<file path="src/design/prc_pkg.sv">
// Package for the press rate meter: sizes, register indexes and reset values,
// and the control bundle that steers the timestamp chain.
// No dependencies.
package prc_pkg;

  localparam int DEPTH    = 16;
  localparam int IDX_W    = $clog2(DEPTH);
  localparam int CNT_W    = $clog2(DEPTH + 1);

  localparam int TIME_W   = 32;
  localparam int READ_W   = 16;
  localparam int WEIGHT_W = 8;
  localparam int RATE_W   = 14;
  localparam int PROD_W   = CNT_W + WEIGHT_W;

  localparam int CFG_IDX_W  = 4;
  localparam int CFG_DATA_W = 32;

  localparam logic [CFG_IDX_W-1:0] REG_PRESS_THRESHOLD = 4'd0;
  localparam logic [CFG_IDX_W-1:0] REG_REFRESH_PERIOD  = 4'd1;
  localparam logic [CFG_IDX_W-1:0] REG_WINDOW          = 4'd2;
  localparam logic [CFG_IDX_W-1:0] REG_RATE_PER_PRESS  = 4'd3;

  localparam logic [READ_W-1:0]   RST_PRESS_THRESHOLD = 16'd100;
  localparam logic [TIME_W-1:0]   RST_REFRESH_PERIOD  = 32'd1000;
  localparam logic [TIME_W-1:0]   RST_WINDOW          = 32'd10000;
  localparam logic [WEIGHT_W-1:0] RST_RATE_PER_PRESS  = 8'd6;

  // Chain control: insert pushes a new stamp at the head, rotate recirculates
  // the tail into the head. The two never occur in the same cycle.
  typedef struct packed {
    logic              insert;
    logic              rotate;
    logic [TIME_W-1:0] new_time;
  } prc_chain_ctrl_t;

endpackage

</file>
<file path="src/design/prc_cell.sv">
// One storage cell of the timestamp chain: a stamp and its valid bit.
// Depends on prc_pkg.
module prc_cell (
  input  logic                      clk,
  input  logic                      rst,
  input  logic                      shift,
  input  logic [prc_pkg::TIME_W-1:0] time_in,
  input  logic                      valid_in,
  output logic [prc_pkg::TIME_W-1:0] time_out,
  output logic                      valid_out
);

  always_ff @(posedge clk) begin
    if (shift) begin
      time_out <= time_in;
    end
  end

  always_ff @(posedge clk) begin
    if (rst) begin
      valid_out <= 1'b0;
    end else if (shift) begin
      valid_out <= valid_in;
    end
  end

endmodule

</file>
<file path="src/design/prc_chain.sv">
// Row of DEPTH timestamp cells. Insert drops the oldest stamp off the tail;
// rotate recirculates the tail into the head; DEPTH rotates walk every stamp past the tail.
// Depends on prc_pkg and prc_cell.
module prc_chain (
  input  logic                       clk,
  input  logic                       rst,
  input  prc_pkg::prc_chain_ctrl_t   ctrl,
  output logic [prc_pkg::TIME_W-1:0] tail_time,
  output logic                       tail_valid
);

  logic [prc_pkg::TIME_W-1:0] cell_time  [prc_pkg::DEPTH];
  logic                       cell_valid [prc_pkg::DEPTH];
  logic [prc_pkg::TIME_W-1:0] head_time;
  logic                       head_valid;
  logic                       shift;

  assign shift      = ctrl.insert | ctrl.rotate;
  assign tail_time  = cell_time[prc_pkg::DEPTH-1];
  assign tail_valid = cell_valid[prc_pkg::DEPTH-1];

  // Head takes the new press, or the tail when recirculating.
  always_comb begin
    if (ctrl.insert) begin
      head_time  = ctrl.new_time;
      head_valid = 1'b1;
    end else begin
      head_time  = tail_time;
      head_valid = tail_valid;
    end
  end

  for (genvar i = 0; i < prc_pkg::DEPTH; i++) begin : g_cell
    if (i == 0) begin : g_head
      prc_cell u_cell (
        .clk       (clk),
        .rst       (rst),
        .shift     (shift),
        .time_in   (head_time),
        .valid_in  (head_valid),
        .time_out  (cell_time[i]),
        .valid_out (cell_valid[i])
      );
    end else begin : g_body
      prc_cell u_cell (
        .clk       (clk),
        .rst       (rst),
        .shift     (shift),
        .time_in   (cell_time[i-1]),
        .valid_in  (cell_valid[i-1]),
        .time_out  (cell_time[i]),
        .valid_out (cell_valid[i])
      );
    end
  end

endmodule

</file>
<file path="src/design/press_rate_meter.sv">
// Top level of the press rate meter: input and output channels, configuration
// registers, press detection, age scan over the timestamp chain and rate.
// Depends on prc_pkg and prc_chain.
//
// Usage:
//   Input channel (in_valid / in_stall) carries one sample: reading and now_ms.
//   Output channel (out_valid / out_stall) returns one result per sample:
//   rate, rate_updated and pressing. A transfer happens on a rising edge with
//   valid high and stall low.
//   Press detection and the ring write happen in the cycle the sample is
//   taken. When the refresh period has elapsed, the stored stamps rotate once
//   around the cell chain, one stamp per cycle past a single age comparator,
//   so a recomputing sample passes through the scan state before its result
//   is made; any other sample goes straight to the final state. One sample
//   is in work at a time; the next is taken as soon as the block returns to
//   idle, even while the previous result still sits in the output register.
//   If the receiver stalls, the result holds in the output register and the
//   block waits in its final state with the next result until the register
//   frees up.
//   rst (synchronous, active high) clears all stamps' valid bits, the press
//   state, the last update time and the rate, and loads register defaults.
//   Configuration writes (cfg_we, cfg_index, cfg_data) take effect at once;
//   indexes beyond the register list are dropped.
module press_rate_meter (
  input  logic                              clk,
  input  logic                              rst,
  input  logic                              cfg_we,
  input  logic [prc_pkg::CFG_IDX_W-1:0]     cfg_index,
  input  logic [prc_pkg::CFG_DATA_W-1:0]    cfg_data,
  input  logic                              in_valid,
  output logic                              in_stall,
  input  logic [prc_pkg::READ_W-1:0]        reading,
  input  logic [prc_pkg::TIME_W-1:0]        now_ms,
  output logic                              out_valid,
  input  logic                              out_stall,
  output logic [prc_pkg::RATE_W-1:0]        rate,
  output logic                              rate_updated,
  output logic                              pressing
);

  localparam logic [1:0] ST_IDLE = 2'd0;
  localparam logic [1:0] ST_SCAN = 2'd1;
  localparam logic [1:0] ST_DONE = 2'd2;

  // Configuration registers
  logic [prc_pkg::READ_W-1:0]   press_threshold;
  logic [prc_pkg::TIME_W-1:0]   refresh_period_ms;
  logic [prc_pkg::TIME_W-1:0]   window_ms;
  logic [prc_pkg::WEIGHT_W-1:0] rate_per_press;

  // Block state
  logic [1:0]                   state;
  logic                         press_active;
  logic [prc_pkg::TIME_W-1:0]   last_update_ms;
  logic [prc_pkg::RATE_W-1:0]   rate_value;
  logic [prc_pkg::TIME_W-1:0]   now_q;
  logic                         refresh_q;
  logic [prc_pkg::IDX_W-1:0]    scan_idx;
  logic [prc_pkg::CNT_W-1:0]    count;

  logic                         in_accept;
  logic                         press_new;
  logic                         refresh_hit;
  logic [prc_pkg::TIME_W-1:0]   elapsed;
  logic [prc_pkg::TIME_W-1:0]   tail_time;
  logic                         tail_valid;
  logic [prc_pkg::TIME_W-1:0]   tail_age;
  logic                         tail_young;
  logic                         out_free;
  logic [prc_pkg::PROD_W-1:0]   product;
  logic [prc_pkg::PROD_W+prc_pkg::RATE_W-1:0] product_ext;
  logic [prc_pkg::RATE_W-1:0]   rate_next;
  prc_pkg::prc_chain_ctrl_t     chain_ctrl;

  // Configuration writes
  always_ff @(posedge clk) begin
    if (rst) begin
      press_threshold   <= prc_pkg::RST_PRESS_THRESHOLD;
      refresh_period_ms <= prc_pkg::RST_REFRESH_PERIOD;
      window_ms         <= prc_pkg::RST_WINDOW;
      rate_per_press    <= prc_pkg::RST_RATE_PER_PRESS;
    end else if (cfg_we) begin
      unique case (cfg_index)
        prc_pkg::REG_PRESS_THRESHOLD: press_threshold   <= cfg_data[prc_pkg::READ_W-1:0];
        prc_pkg::REG_REFRESH_PERIOD:  refresh_period_ms <= cfg_data[prc_pkg::TIME_W-1:0];
        prc_pkg::REG_WINDOW:          window_ms         <= cfg_data[prc_pkg::TIME_W-1:0];
        prc_pkg::REG_RATE_PER_PRESS:  rate_per_press    <= cfg_data[prc_pkg::WEIGHT_W-1:0];
        default: ;
      endcase
    end
  end

  // Take a sample only when idle
  assign in_stall  = (state != ST_IDLE);
  assign in_accept = in_valid & ~in_stall;

  // Press detection and refresh decision happen on the accepted sample
  assign press_new   = (reading > press_threshold) & ~press_active;
  assign elapsed     = now_ms - last_update_ms;
  assign refresh_hit = elapsed > refresh_period_ms;

  // Push a new press at the chain head; rotate the chain while scanning
  always_comb begin
    chain_ctrl.insert   = in_accept & press_new;
    chain_ctrl.rotate   = (state == ST_SCAN);
    chain_ctrl.new_time = now_ms;
  end

  prc_chain u_chain (
    .clk        (clk),
    .rst        (rst),
    .ctrl       (chain_ctrl),
    .tail_time  (tail_time),
    .tail_valid (tail_valid)
  );

  // One age compare per cycle at the chain tail
  assign tail_age   = now_q - tail_time;
  assign tail_young = tail_valid & (tail_age < window_ms);

  // Rate from count; keep the low RATE_W bits
  assign product     = prc_pkg::PROD_W'(count) * prc_pkg::PROD_W'(rate_per_press);
  assign product_ext = {{prc_pkg::RATE_W{1'b0}}, product};
  assign rate_next   = refresh_q ? product_ext[prc_pkg::RATE_W-1:0] : rate_value;

  assign out_free = ~out_valid | ~out_stall;

  always_ff @(posedge clk) begin
    if (in_accept) begin
      now_q     <= now_ms;
      refresh_q <= refresh_hit;
    end
  end

  // Sequencer
  always_ff @(posedge clk) begin
    if (rst) begin
      state          <= ST_IDLE;
      press_active   <= 1'b0;
      last_update_ms <= '0;
      rate_value     <= '0;
      scan_idx       <= '0;
      count          <= '0;
    end else begin
      unique case (state)
        ST_IDLE: begin
          if (in_accept) begin
            if (press_new) begin
              press_active <= 1'b1;
            end else if (reading == '0) begin
              press_active <= 1'b0;
            end
            scan_idx <= '0;
            count    <= '0;
            if (refresh_hit) begin
              last_update_ms <= now_ms;
              state          <= ST_SCAN;
            end else begin
              state <= ST_DONE;
            end
          end
        end
        ST_SCAN: begin
          if (tail_young) begin
            count <= count + prc_pkg::CNT_W'(1);
          end
          scan_idx <= scan_idx + prc_pkg::IDX_W'(1);
          if (scan_idx == prc_pkg::IDX_W'(prc_pkg::DEPTH - 1)) begin
            state <= ST_DONE;
          end
        end
        ST_DONE: begin
          // Hold until the output register frees up
          if (out_free) begin
            rate_value <= rate_next;
            state      <= ST_IDLE;
          end
        end
        default: state <= ST_IDLE;
      endcase
    end
  end

  // Output register
  always_ff @(posedge clk) begin
    if (rst) begin
      out_valid <= 1'b0;
    end else if (state == ST_DONE && out_free) begin
      out_valid <= 1'b1;
    end else if (!out_stall) begin
      out_valid <= 1'b0;
    end
  end

  always_ff @(posedge clk) begin
    if (state == ST_DONE && out_free) begin
      rate         <= rate_next;
      rate_updated <= refresh_q;
      pressing     <= press_active;
    end
  end

  // Checks
  a_accept_leaves_idle: assert property (@(posedge clk) disable iff (rst)
    in_accept |=> state != ST_IDLE)
    else $error("sample taken but sequencer stayed idle");

  a_scan_ends: assert property (@(posedge clk) disable iff (rst)
    (state == ST_SCAN && scan_idx == prc_pkg::IDX_W'(prc_pkg::DEPTH - 1)) |=> state == ST_DONE)
    else $error("scan did not end after one full rotation");

  a_count_bound: assert property (@(posedge clk) disable iff (rst)
    count <= prc_pkg::CNT_W'(prc_pkg::DEPTH))
    else $error("young count exceeds chain depth");

  a_rate_hold: assert property (@(posedge clk) disable iff (rst)
    !(state == ST_DONE && refresh_q) |=> $stable(rate_value))
    else $error("rate changed without a recompute");

endmodule
</file>
<file path="config.mk">
export PLATFORM = sky130hd
export DESIGN_NAME = press_rate_meter
export DESIGN_NICKNAME = d
export VERILOG_FILES = /design/src/design/prc_pkg.sv /design/src/design/prc_cell.sv /design/src/design/prc_chain.sv /design/src/design/press_rate_meter.sv
export SDC_FILE = /design/constraint.sdc
export NUM_CORES = 1
export LEC_CHECK = 0
export BUFFER_PORTS_ARGS = -buffer_cell sky130_fd_sc_hd__buf_2
export CAP_MARGIN = 20
export CORE_UTILIZATION = 56
export DETAILED_ROUTE_END_ITERATION = 8
export PLACE_DENSITY_LB_ADDON = 0.08
export SETUP_SLACK_MARGIN = 0.15
export SYNTH_ARGS = -nofsm -noshare
export SYNTH_HDL_FRONTEND = slang
export SYNTH_SLANG_ARGS = --single-unit
</file>
<file path="constraint.sdc">
create_clock -name clk -period 4.8 [get_ports clk]
set_input_delay 0.96 -clock clk [delete_from_list [all_inputs] [get_ports clk]]
set_output_delay 0.96 -clock clk [all_outputs]
set_load 0.01 [all_outputs]
</file>
Yosys cells after proc, flatten, opt, wreduce, memory -nomap -nowiden

Index checks and enable logic that the tools add are counted.
Widths: inputs -> output; s select.

Add/subtract/negate cells: 4
Multipliers: 1
$lt $le $gt $ge: 3
Equal/unequal tests: 11
Muxes and demuxes: 17
Bitwise logic cells: 10
Reductions and logical operators: 17

Operators by type and width:

| kind                | count |
|---|---|
| $sub 32x32->32      | 2 |
| $gt 32x32->1        | 1 |
| $lt 32x32->1        | 1 |
| $mux 32             | 1 |
| $gt 16x16->1        | 1 |
| $logic_not 16->1    | 1 |
| $mux 14             | 1 |
| $mul 5x8->13        | 1 |
| $reduce_and 2->1    | 6 |
| $reduce_and 3->1    | 4 |
| $mux 5              | 2 |
| $pmux 5 s2          | 1 |
| $eq 4x2->1 const B  | 2 |
| $mux 2              | 4 |
| $ne 2x2->1 const B  | 4 |
| $pmux 4 s2          | 1 |
| $pmux 2 s3          | 1 |
| $reduce_bool 2->1   | 3 |
| $add 5x1->5 const B | 1 |
| $mux 1              | 5 |
| $add 4x1->4 const B | 1 |
| $and 1x1->1         | 4 |
| $eq 4x1->1 const B  | 1 |
| $eq 4x4->1 const B  | 1 |
| 9 further kinds     | 13 |

Register bits: 724
Input port bits: 89

Longest topological paths before layout

Gate-level depths: netlist of run 1.

Depth in word-level cells: 5
Mapped depth: 22
Depth with buffers taken out: 21

By module

From an unflattened synthesis of run 1, not the netlist that was laid out.

Cells, all modules: 2227
Area, all modules: 29973.7 µm²

Modules (own cells, without submodules):

| module           | instances | cells an instance | area each (µm²) | sequential area each (µm²) |
|---|---|---|---|---|
| prc_cell         | 16        | 35                | 994.7           | 980.9 |
| press_rate_meter | 1         | 1629              | 13509.2         | 4414.2 |
| prc_chain        | 1         | 38                | 549.3           | 0.0 |

Worst setup path after synthesis of run 1

OpenSTA, ideal clock, no wires.

Kind: in2reg
Start: in now_ms[0] (netlist name)
End: reg last_update_ms[10] (netlist name)
Arrival: 5.085 ns
Required time: 4.728 ns
Path slack: -0.357 ns
Stages: 20
Buffers on the path: 1
Path through: inv_1 -> ha_1 -> inv_1 -> fa_1 -> a211oi_1 -> o21bai_1 -> a21oi_1 -> o21ai_0 -> a221oi_1 -> o21ai_0 -> a31oi_1 -> xnor2_1 -> ha_1 -> nand4_1 -> o21ai_0 -> a21o_1 -> nor3_1 -> nor4_2 -> buf_2 -> mux2i_1

Longest elaborated chain between the ends: 3

Ends and longest elaborated chain:

| element                           | RTL line                | RTL |
|---|---|---|
| start, declared                   | press_rate_meter.sv:33  | `input logic [prc_pkg::TIME_W-1:0] now_ms,` |
| $sub 32x32->32                    | press_rate_meter.sv:99  | `assign elapsed = now_ms - last_update_ms;` |
| $gt 32x32->1                      | press_rate_meter.sv:100 | `assign refresh_hit = elapsed > refresh_period_ms;` |
| $reduce_and 3->1 (no source line) | --                      |  |
| end signal, assigned              | press_rate_meter.sv:156 | `last_update_ms <= now_ms;` |
| end, declared                     | press_rate_meter.sv:54  | `logic [prc_pkg::TIME_W-1:0] last_update_ms;` |

Every way passes these cells.
A chain may end at the register's enable or synchronous reset.

Final worst setup path of run 1

Start: reg now_q[0] (netlist name)
End: reg count[1] (netlist name)

Longest elaborated chain between the ends: 5

Ends and longest elaborated chain:

| element                           | RTL line                | RTL |
|---|---|---|
| start, declared                   | press_rate_meter.sv:56  | `logic [prc_pkg::TIME_W-1:0] now_q;` |
| start signal, assigned            | press_rate_meter.sv:130 | `now_q <= now_ms;` |
| $sub 32x32->32                    | press_rate_meter.sv:118 | `assign tail_age = now_q - tail_time;` |
| $lt 32x32->1                      | press_rate_meter.sv:119 | `assign tail_young = tail_valid & (tail_age < window_ms);` |
| $and 1x1->1                       | press_rate_meter.sv:119 |  |
| $ne 2x2->1 (no source line)       | --                      |  |
| $reduce_and 3->1 (no source line) | --                      |  |
| end signal, assigned              | press_rate_meter.sv:165 | `count <= count + prc_pkg::CNT_W'(1);` |
| end, declared                     | press_rate_meter.sv:59  | `logic [prc_pkg::CNT_W-1:0] count;` |

Every way passes these cells.

==> impl_results.md, run 1 <==
- Outcome: finished with violations
- Failing checks: DRC
- Rows: between 80 and 90
- Synth area leader: edfxtp_1
- Hold crit path type: reg -> reg
- HPWL after DPL: approximately 40 mm
- Die Wd: between 200 and 250 um
- WL/cell: roughly 19 um
- First-pass GRT wire length: roughly 94 mm
- Root buf cell: clkbuf_16
- Pwr dens: between 600 and 700 mW/mm^2
- Tot GR Track Use: around 22%
- CTS Buffer Depth: 3
- Critical-path cell list: inv_2 > ha_4 > inv_2 > fa_2 > a21o_1 > a211oi_2 > o21ai_2 > nand2_2 > o311ai_2 > buf_4 > a41o_1 > nor2_1 > xnor2_1 > ha_1 > a21o_1 > a21oi_2 > buf_4 > o211ai_1 > o31ai_2 > buf_4 > a21oi_4 > nand3b_1 > a21oi_1
- Initial drt markers: around 1300
- Syn. warnings: 0
- Layout cells sized above 1: 16.6%
- Arr. time, crit path: 5040 ps
- Worst skew pair latency: approximately 620 ps
- Commonest cells in the netlist: edfxtp_1, nand2_1, inv_1
- Max IR drop VDD: 410 uV
- IO Count: roughly 110
- Max Cap Viol: 0
- Final TNS setup: 0 ps
- Netlist Area Pre-Place: between 0.02 and 0.03 mm^2
- Post-Syn Nets: 2538
- CP max stage cell: fa_2
- Slew headroom: about 18%
- Clk pin slew, worst setup/hold paths: 60 ps
- Layout area overhead: 16.7%
- Synth Flop Type: edfxtp_1
- Initial antenna violation count: 1
- WS Path Type: reg -> reg
- Yosys cell types: 60
- CTS tree: done
- Drt pass-1 iters: 7
- Tmin final: ~4500 ps
- Hold Buf Count CTS: 0
- Grt total ovfl: 0
- Worst path most repeated cell: buf_4
- Worst Path Required: around 5300 ps
- Nets: 2782
- Post-synth ARST share: 0%
- Hold path endpoint: u_chain.g_cell[7].g_body.u_cell.time_out[17]
- Post-synthesis sequential area ratio: 67.1%
- Via/cell ratio: between 5 and 6
- Clk_skew: 14.5 ps
- Drt drc: 8
- Vias in the first global route: about 17000
- Reg-to-reg slack, setup: 290 ps
- Clock H-tree levels: 3
- Die Span Y: 233 um
- Most common cell in the synthesized netlist: edfxtp_1
- Reg-to-Reg Start: now_q[0]
- Core area: ~0.053 mm^2
- Crit path buf inv count: 5
- Initial Util: a little under three fifths
- Worst-margin pin slew: ~1200 ps
- Final Cycle Share: a little over nine tenths
- Yosys reg bits: approximately 720
- Largest net degree at the start of global routing: 109
- Worst Setup Start Kind: flip-flop
- Port Buffers: about 110
- Slew Viols, Final: 0
- EDFF count, synth: ~560
- Fin worst setup slack: ~290 ps
- Hold Path Depth: 0
- DRT antenna net count: 0
- Reg2reg path depth: 23
- GPL Wtd Cong: ~0.86
- Full die area: roughly 0.054 mm^2
- Leak pwr: around 0.013 uW
- Fill count: just under 4000
- Post-synth top area share: 56.2%
- Max stage delay on crit path: a little under 400 ps
- Clk sinks: around 720
- Final number of setup-violating endpoints: 0
- Final Hold Fails: 0
- Finished Core Util: between 60 and 70%
- Top post-synthesis cells by area: edfxtp_1, dfxtp_1, ha_1
- Post-Syn Instances: 2265
- Critical Path End Type: flip-flop
- Max frequency: about 220 MHz
- Worst slack at placement: -417 ps
- Crit-path max FO: 6
- CTS buffer count: 74
- Worst hold path startpoint: u_chain.g_cell[6].g_body.u_cell.time_out[17]
- Reg2reg end: count[1]
- RSZ-0062 raised after global routing: no
- Critical path's top delay family: compound AO/OA/AOI/OAI gates
- Post-Syn Area per Cell: around 13 um^2
- Post-Route WL: 61.1 mm
- Vias: about 18000
==> registers in the layout (all words and copies together) (netlist names), 4 cells and up <==
register / count
press_threshold: 16
rate_value: 14
refresh_period_ms: 32
u_chain.g_cell.g_head.u_cell.time_out: 32
window_ms: 32
scan_idx: 4
u_chain.g_cell.g_body.u_cell.valid_out: 15
u_chain.g_cell.g_body.u_cell.time_out: 480
rate: 14
last_update_ms: 32
rate_per_press: 8
count: 5
now_q: 32
==> worst register-to-register path, stage by stage (launching register included) <==
cell and delay (ps):
edfxtp_1 370, inv_2 90, ha_4 130, inv_2 30
fa_2 390, a21o_1 220, a211oi_2 260, o21ai_2 150
nand2_2 130, o311ai_2 100, buf_4 170, a41o_1 280
nor2_1 140, xnor2_1 140, ha_1 260, a21o_1 190
a21oi_2 110, buf_4 130, o211ai_1 170, o31ai_2 310
buf_4 200, a21oi_4 70, nand3b_1 220, a21oi_1 150
==> cell families after synthesis <==
| family | count (synthesis) | synth area share (%) |
|---|---|---|
| buffers and inverters | 246 | 3.12 |
| adders and majority gates | 184 | 8.18 |
| DFF | 724 | 67.1 |
| xor gates and xnor gates | 62 | 1.81 |
| AOI/OAI and AO/OA | 403 | 8.18 |
| and+or+nand+nor | 576 | 9.24 |
| muxes | 70 | 2.39 |
==> report_power, final <==
| part | total [uW] | internal, uW | switching (uW) |
|---|---|---|---|
| sequential | 10300 | 9640 | 642 |
| clock | 5710 | 3300 | 2410 |
| combinational | 6490 | 2650 | 3840 |
==> cell type report <==
class                      instances  area [um^2]  share of cell area, %
sequential                       724        20100                   57.5
multi-input combinational       1295         9280                   26.5
clock buffer                      88         2020                   5.77
timing repair buffer             236         1620                   4.63
tap                              688          861                   2.46
inverter                         178          676                   1.93
clock inverter                    50          424                   1.21
antenna                            1         2.50                0.00715
==> per-stage QoR <==
step	area (um^2)	total power [uW]	hold slack [ps]	cells
4_1_cts	34600	22300	403	3250
3_5_place_dp	32200	16400	405	3112
6_report	35000	22500	407	3260
3_3_place_gp	32200	16200	401	3112
5_1_grt	35000	23700	412	3259
2_1_floorplan	30000	14200	400	2265
==> routing by layer <==
metal	wire length [um]	GRT usage, %	vias to the layer above
met4	1440	7.59	2
met1	28700	31.8	8738
li1	-	-	8634
met3	2430	3.92	99
met5	12	0	-
met2	28500	35.3	345
==> what timing repair did <==
action,CTS,global route
cloned,0,2
pin swaps,3,28
setup endpoints to repair,5,40
buffers inserted,0,6
gates resized for setup,13,58
==> cell usage in the layout (no fill, tap or decap), types with 78 or more instances in the layout <==
cell type,count
clkbuf_16,78
a21oi_1,157
edfxtp_1,561
inv_1,173
buf_2,105
dfxtp_1,163
buf_4,120
nand2b_1,93
ha_1,158
nand2_1,232
==> how the worst max path moves through the flow <==
stage                                                            start                  to  slack (ps)  cells after the start
final                                                         now_q[0]            count[1]         290                     23
after detailed placement                                    now_ms[18]  last_update_ms[26]        -420                     19
after floorplan                                              now_ms[0]  last_update_ms[10]         170                     20
after global placement                                       now_ms[8]  last_update_ms[16]        -390                     21
after CTS                 u_chain.g_cell[15].g_body.u_cell.time_out[6]            count[1]         160                     24
after global routing                                         now_ms[0]            state[0]         140                     25
Power figures use the tool's default switching activity.
==> run 2: changes to the inputs <==
--- a/config.mk
+++ b/config.mk
@@ -13,4 +13,5 @@
 export SETUP_SLACK_MARGIN = 0.15
 export SYNTH_ARGS = -nofsm -noshare
 export SYNTH_HDL_FRONTEND = slang
+export SYNTH_HIERARCHICAL = 1
 export SYNTH_SLANG_ARGS = --single-unit
==> run 2 against run 1 <==
The flow still finishes with violations (DRC). Synthesized cell count decreased by 1.7%. Worst setup slack got worse by 190 ps. Via count decreased by 0.62%. Non-clock buffer count increased by 5. Critical path type is now in -> reg.
==> impl_results.md, run 2 <==
- Outcome: finished with violations
- Failing checks: DRC
- Post-Syn Nets: 2500
- Clk sinks: 724
- Worst Setup Start Kind: input port
- Hold Buf Count CTS: 0
- Root buf cell: clkbuf_16
- Worst-margin pin slew: roughly 1000 ps
- Most common cell in the synthesized netlist: edfxtp_1
- Post-synth ARST share: 0%
- Post-Syn Instances: about 2200
- Reg2reg end: last_update_ms[6]
- Reg-to-reg slack, setup: about 200 ps
- CTS Buffer Depth: 3
- Final Cycle Share: 97.8%
- Core area: roughly 0.053 mm^2
- Reg area: between 0.02 and 0.025 mm^2
- Tmin final: around 4700 ps
- WS Path Type: in -> reg
- Post-Route WL: approximately 61 mm
- Slew Viols, Final: 0
- Logic pwr share: approximately a quarter
- Clock power frac: ~27%
- Synth area leader: edfxtp_1
- Critical Path End Type: flip-flop
- Critical Path End: last_update_ms[6]
- Worst skew pair latency: 600 ps
- First-pass GRT wire length: roughly 95 mm
- Drt pass-1 iters: 7
- Finished Core Util: roughly two thirds
- Commonest non-fill, non-tap cell in the layout: edfxtp_1
- Largest Register: u_chain/g_cell.g_body.u_cell/time_out
- Initial Util: a little under three fifths
- Area occupied by multi-input gates: 0.00919 mm^2
- Crit-path max FO: 7
- EDFF count, synth: roughly 560
- Commonest cells in the netlist: edfxtp_1, nand2_1, inv_1
- Most frequent cells in the layout: edfxtp_1, nand2_1, inv_1
- CTS buffer count: 72
- Clk_skew: roughly 22 ps
- Initial drt markers: about 1100
- Max reg flops: 480
- HPWL after DPL: 41.1 mm
- Max Cap Viol: 0
- Nets: ~2700
- Vias in the first global route: 17300
- IO Count: between 100 and 150
- Grt total ovfl: 0
- Hold crit path type: reg -> reg
- Tot GR Track Use: about 23%
- Rows: 84
- Vias: roughly 18000
- RSZ-0062 raised after global routing: yes
- WL/cell: between 15 and 20 um
- Synth Flop Type: edfxtp_1
- Internal: 14800 uW
- Final Hold Fails: 0
- DRT antenna net count: 0
- Reg-to-Reg Start: last_update_ms[0]
- CP startpoint: now_ms[0]
- Drt drc: 18
- Netlist Area Pre-Place: roughly 0.030 mm^2
- Layout cells sized above 1: about 19%
- Reg2reg path depth: 21
- Layout area overhead: 16.7%
- Max IR drop VDD: between 400 and 500 uV
- Post-synth top area share: a little under three fifths
- Largest net degree at the start of global routing: between 150 and 200
- Pwr dens: ~590 mW/mm^2
- Arr. time, crit path: about 5200 ps
- Final number of setup-violating endpoints: 0
- Leak pwr: around 0.013 uW
- Fill count: about 3800
- GPL Wtd Cong: ~0.87
- Syn. warnings: 6
- Post-Syn Area per Cell: ~13 um^2
- CTS tree: done
- Full die area: ~0.054 mm^2
- Clock H-tree levels: 3
- Yosys cell types: between 70 and 80
- Top post-synthesis cells by area: edfxtp_1, dfxtp_1, ha_1
- Die Wd: roughly 230 um
- Via/cell ratio: around 5.5
- Net Sw Frac: approximately 28%
- Slew headroom: approximately a third
- Switching power: 5880 uW
- Clk pin slew, worst setup/hold paths: 60 ps
- Max frequency: 213 MHz
- Total Power: 20700 uW
- Initial antenna violation count: 0
- Die Span Y: between 200 and 250 um
- Port Buffers: approximately 110
- Yosys reg bits: approximately 720
- Power share of the sequential group: between 40% and 50%
- Diodes inserted: 0
- Post-synthesis sequential area ratio: 67.1%
- Worst Path Required: between 5000 and 6000 ps
## run 2: changes by cell type after synthesis, moves of 10 or more
cell | previous run | this run
a21o_1 | 48 | 60
inv_1 | 177 | 188
nand2b_1 | 93 | 8
nor2b_1 | 19 | 8
o21ai_0 | 87 | 66
o211ai_1 | 1 | 19
mux2i_1 | 57 | 28
nand4_1 | 20 | 30
clkbuf_1 | 58 | 43
mux2_4 | 0 | 28
a21oi_1 | 166 | 187
## run 2: cells by family (layout without fill, tap and decap cells)
kind of cell	Yosys count	in the layout	share of synthesized area (%)
DFF	724	724	67.1
AOI/OAI and AO/OA	431	431	8.96
buffers and inverters	256	563	3.54
muxes	72	72	2.94
adders and majority gates	184	184	8.18
xor gates and xnor gates	61	61	1.78
and+or+nand+nor	499	499	7.50
## run 2: worst max-delay path, cell delays in order
cell and delay, ps:
buf_8 100, inv_4 50, ha_4 130, inv_2 40, fa_2 390, a211oi_2 230, o21ai_1 130, a221oi_2 240
buf_4 170, nor4_4 50, o2111ai_2 220, and2_4 210, o31ai_4 80, a311o_1 290, ha_1 290, nand4_1 200
nor4_4 410, nand3_2 180, nand2_2 120, or2_4 270, clkbuf_16 180, nand3_1 110, a21oi_2 150
## run 2: power by group through the flow
stage               combinational [uW]  sequential (uW)  clock, uW
floorplan                         3340            10100          0
global placement                  4650            10100          0
detailed placement                4800            10100          0
global route                      5550            10300       6010
CTS                               4830            10100       5760
finish                            5010            10100       5610
## run 2: timing repair
item / in CTS / in global routing
pin swaps: 3 / 28
gates resized for setup: 4 / 76
gates cloned: 0 / 3
setup endpoints to repair: 7 / 45
setup buffers: 0 / 6
## run 2: how the worst min path moves through the flow
stage	slack, ps	endpoint	depth (start not counted)	from
5_1_grt	400	u_chain/g_cell[9].g_body.u_cell/time_out[15]	0	u_chain/g_cell[8].g_body.u_cell/time_out[15]
6_report	400	u_chain/g_cell[9].g_body.u_cell/time_out[15]	0	u_chain/g_cell[8].g_body.u_cell/time_out[15]
4_1_cts	400	u_chain/g_cell[9].g_body.u_cell/time_out[15]	0	u_chain/g_cell[8].g_body.u_cell/time_out[15]
3_3_place_gp	400	u_chain/g_cell[1].g_body.u_cell/time_out[0]	0	u_chain/g_cell[0].g_head.u_cell/time_out[0]
2_1_floorplan	400	u_chain/g_cell[10].g_body.u_cell/time_out[0]	0	u_chain/g_cell[9].g_body.u_cell/time_out[0]
3_5_place_dp	400	u_chain/g_cell[10].g_body.u_cell/time_out[16]	0	u_chain/g_cell[9].g_body.u_cell/time_out[16]
## run 2: routing by layer
layer / global-route usage, % / part of all wire, % / vias up
met2: 35.8 / 47 / 366
met3: 3.70 / 4.2 / 102
li1: - / - / 8578
met1: 32.0 / 46 / 8662
met5: 0 / 0 / -
met4: 8.29 / 2.9 / 0
## run 2: layout make-up
class | instances | area share [%]
tap | 688 | 2.46
inverter | 190 | 2.05
timing repair buffer | 241 | 4.97
clock inverter | 34 | 1.06
multi-input combinational | 1247 | 26.3
clock buffer | 98 | 5.68
sequential | 724 | 57.5
## run 2: per-stage QoR
stage                     cells  cell area (um^2)  worst slack (ps)  setup TNS [ps]  hold WS, ps
final                      3222             35000               107               0          402
after detailed placement   3079             32200              -515          -15050          405
after global routing       3222             35000             -38.3           -57.1          404
after CTS                  3211             34600               158               0          401
after floorplan            2227             30200             -1900         -962640          400
after global placement     3079             32200              -309          -10050          401
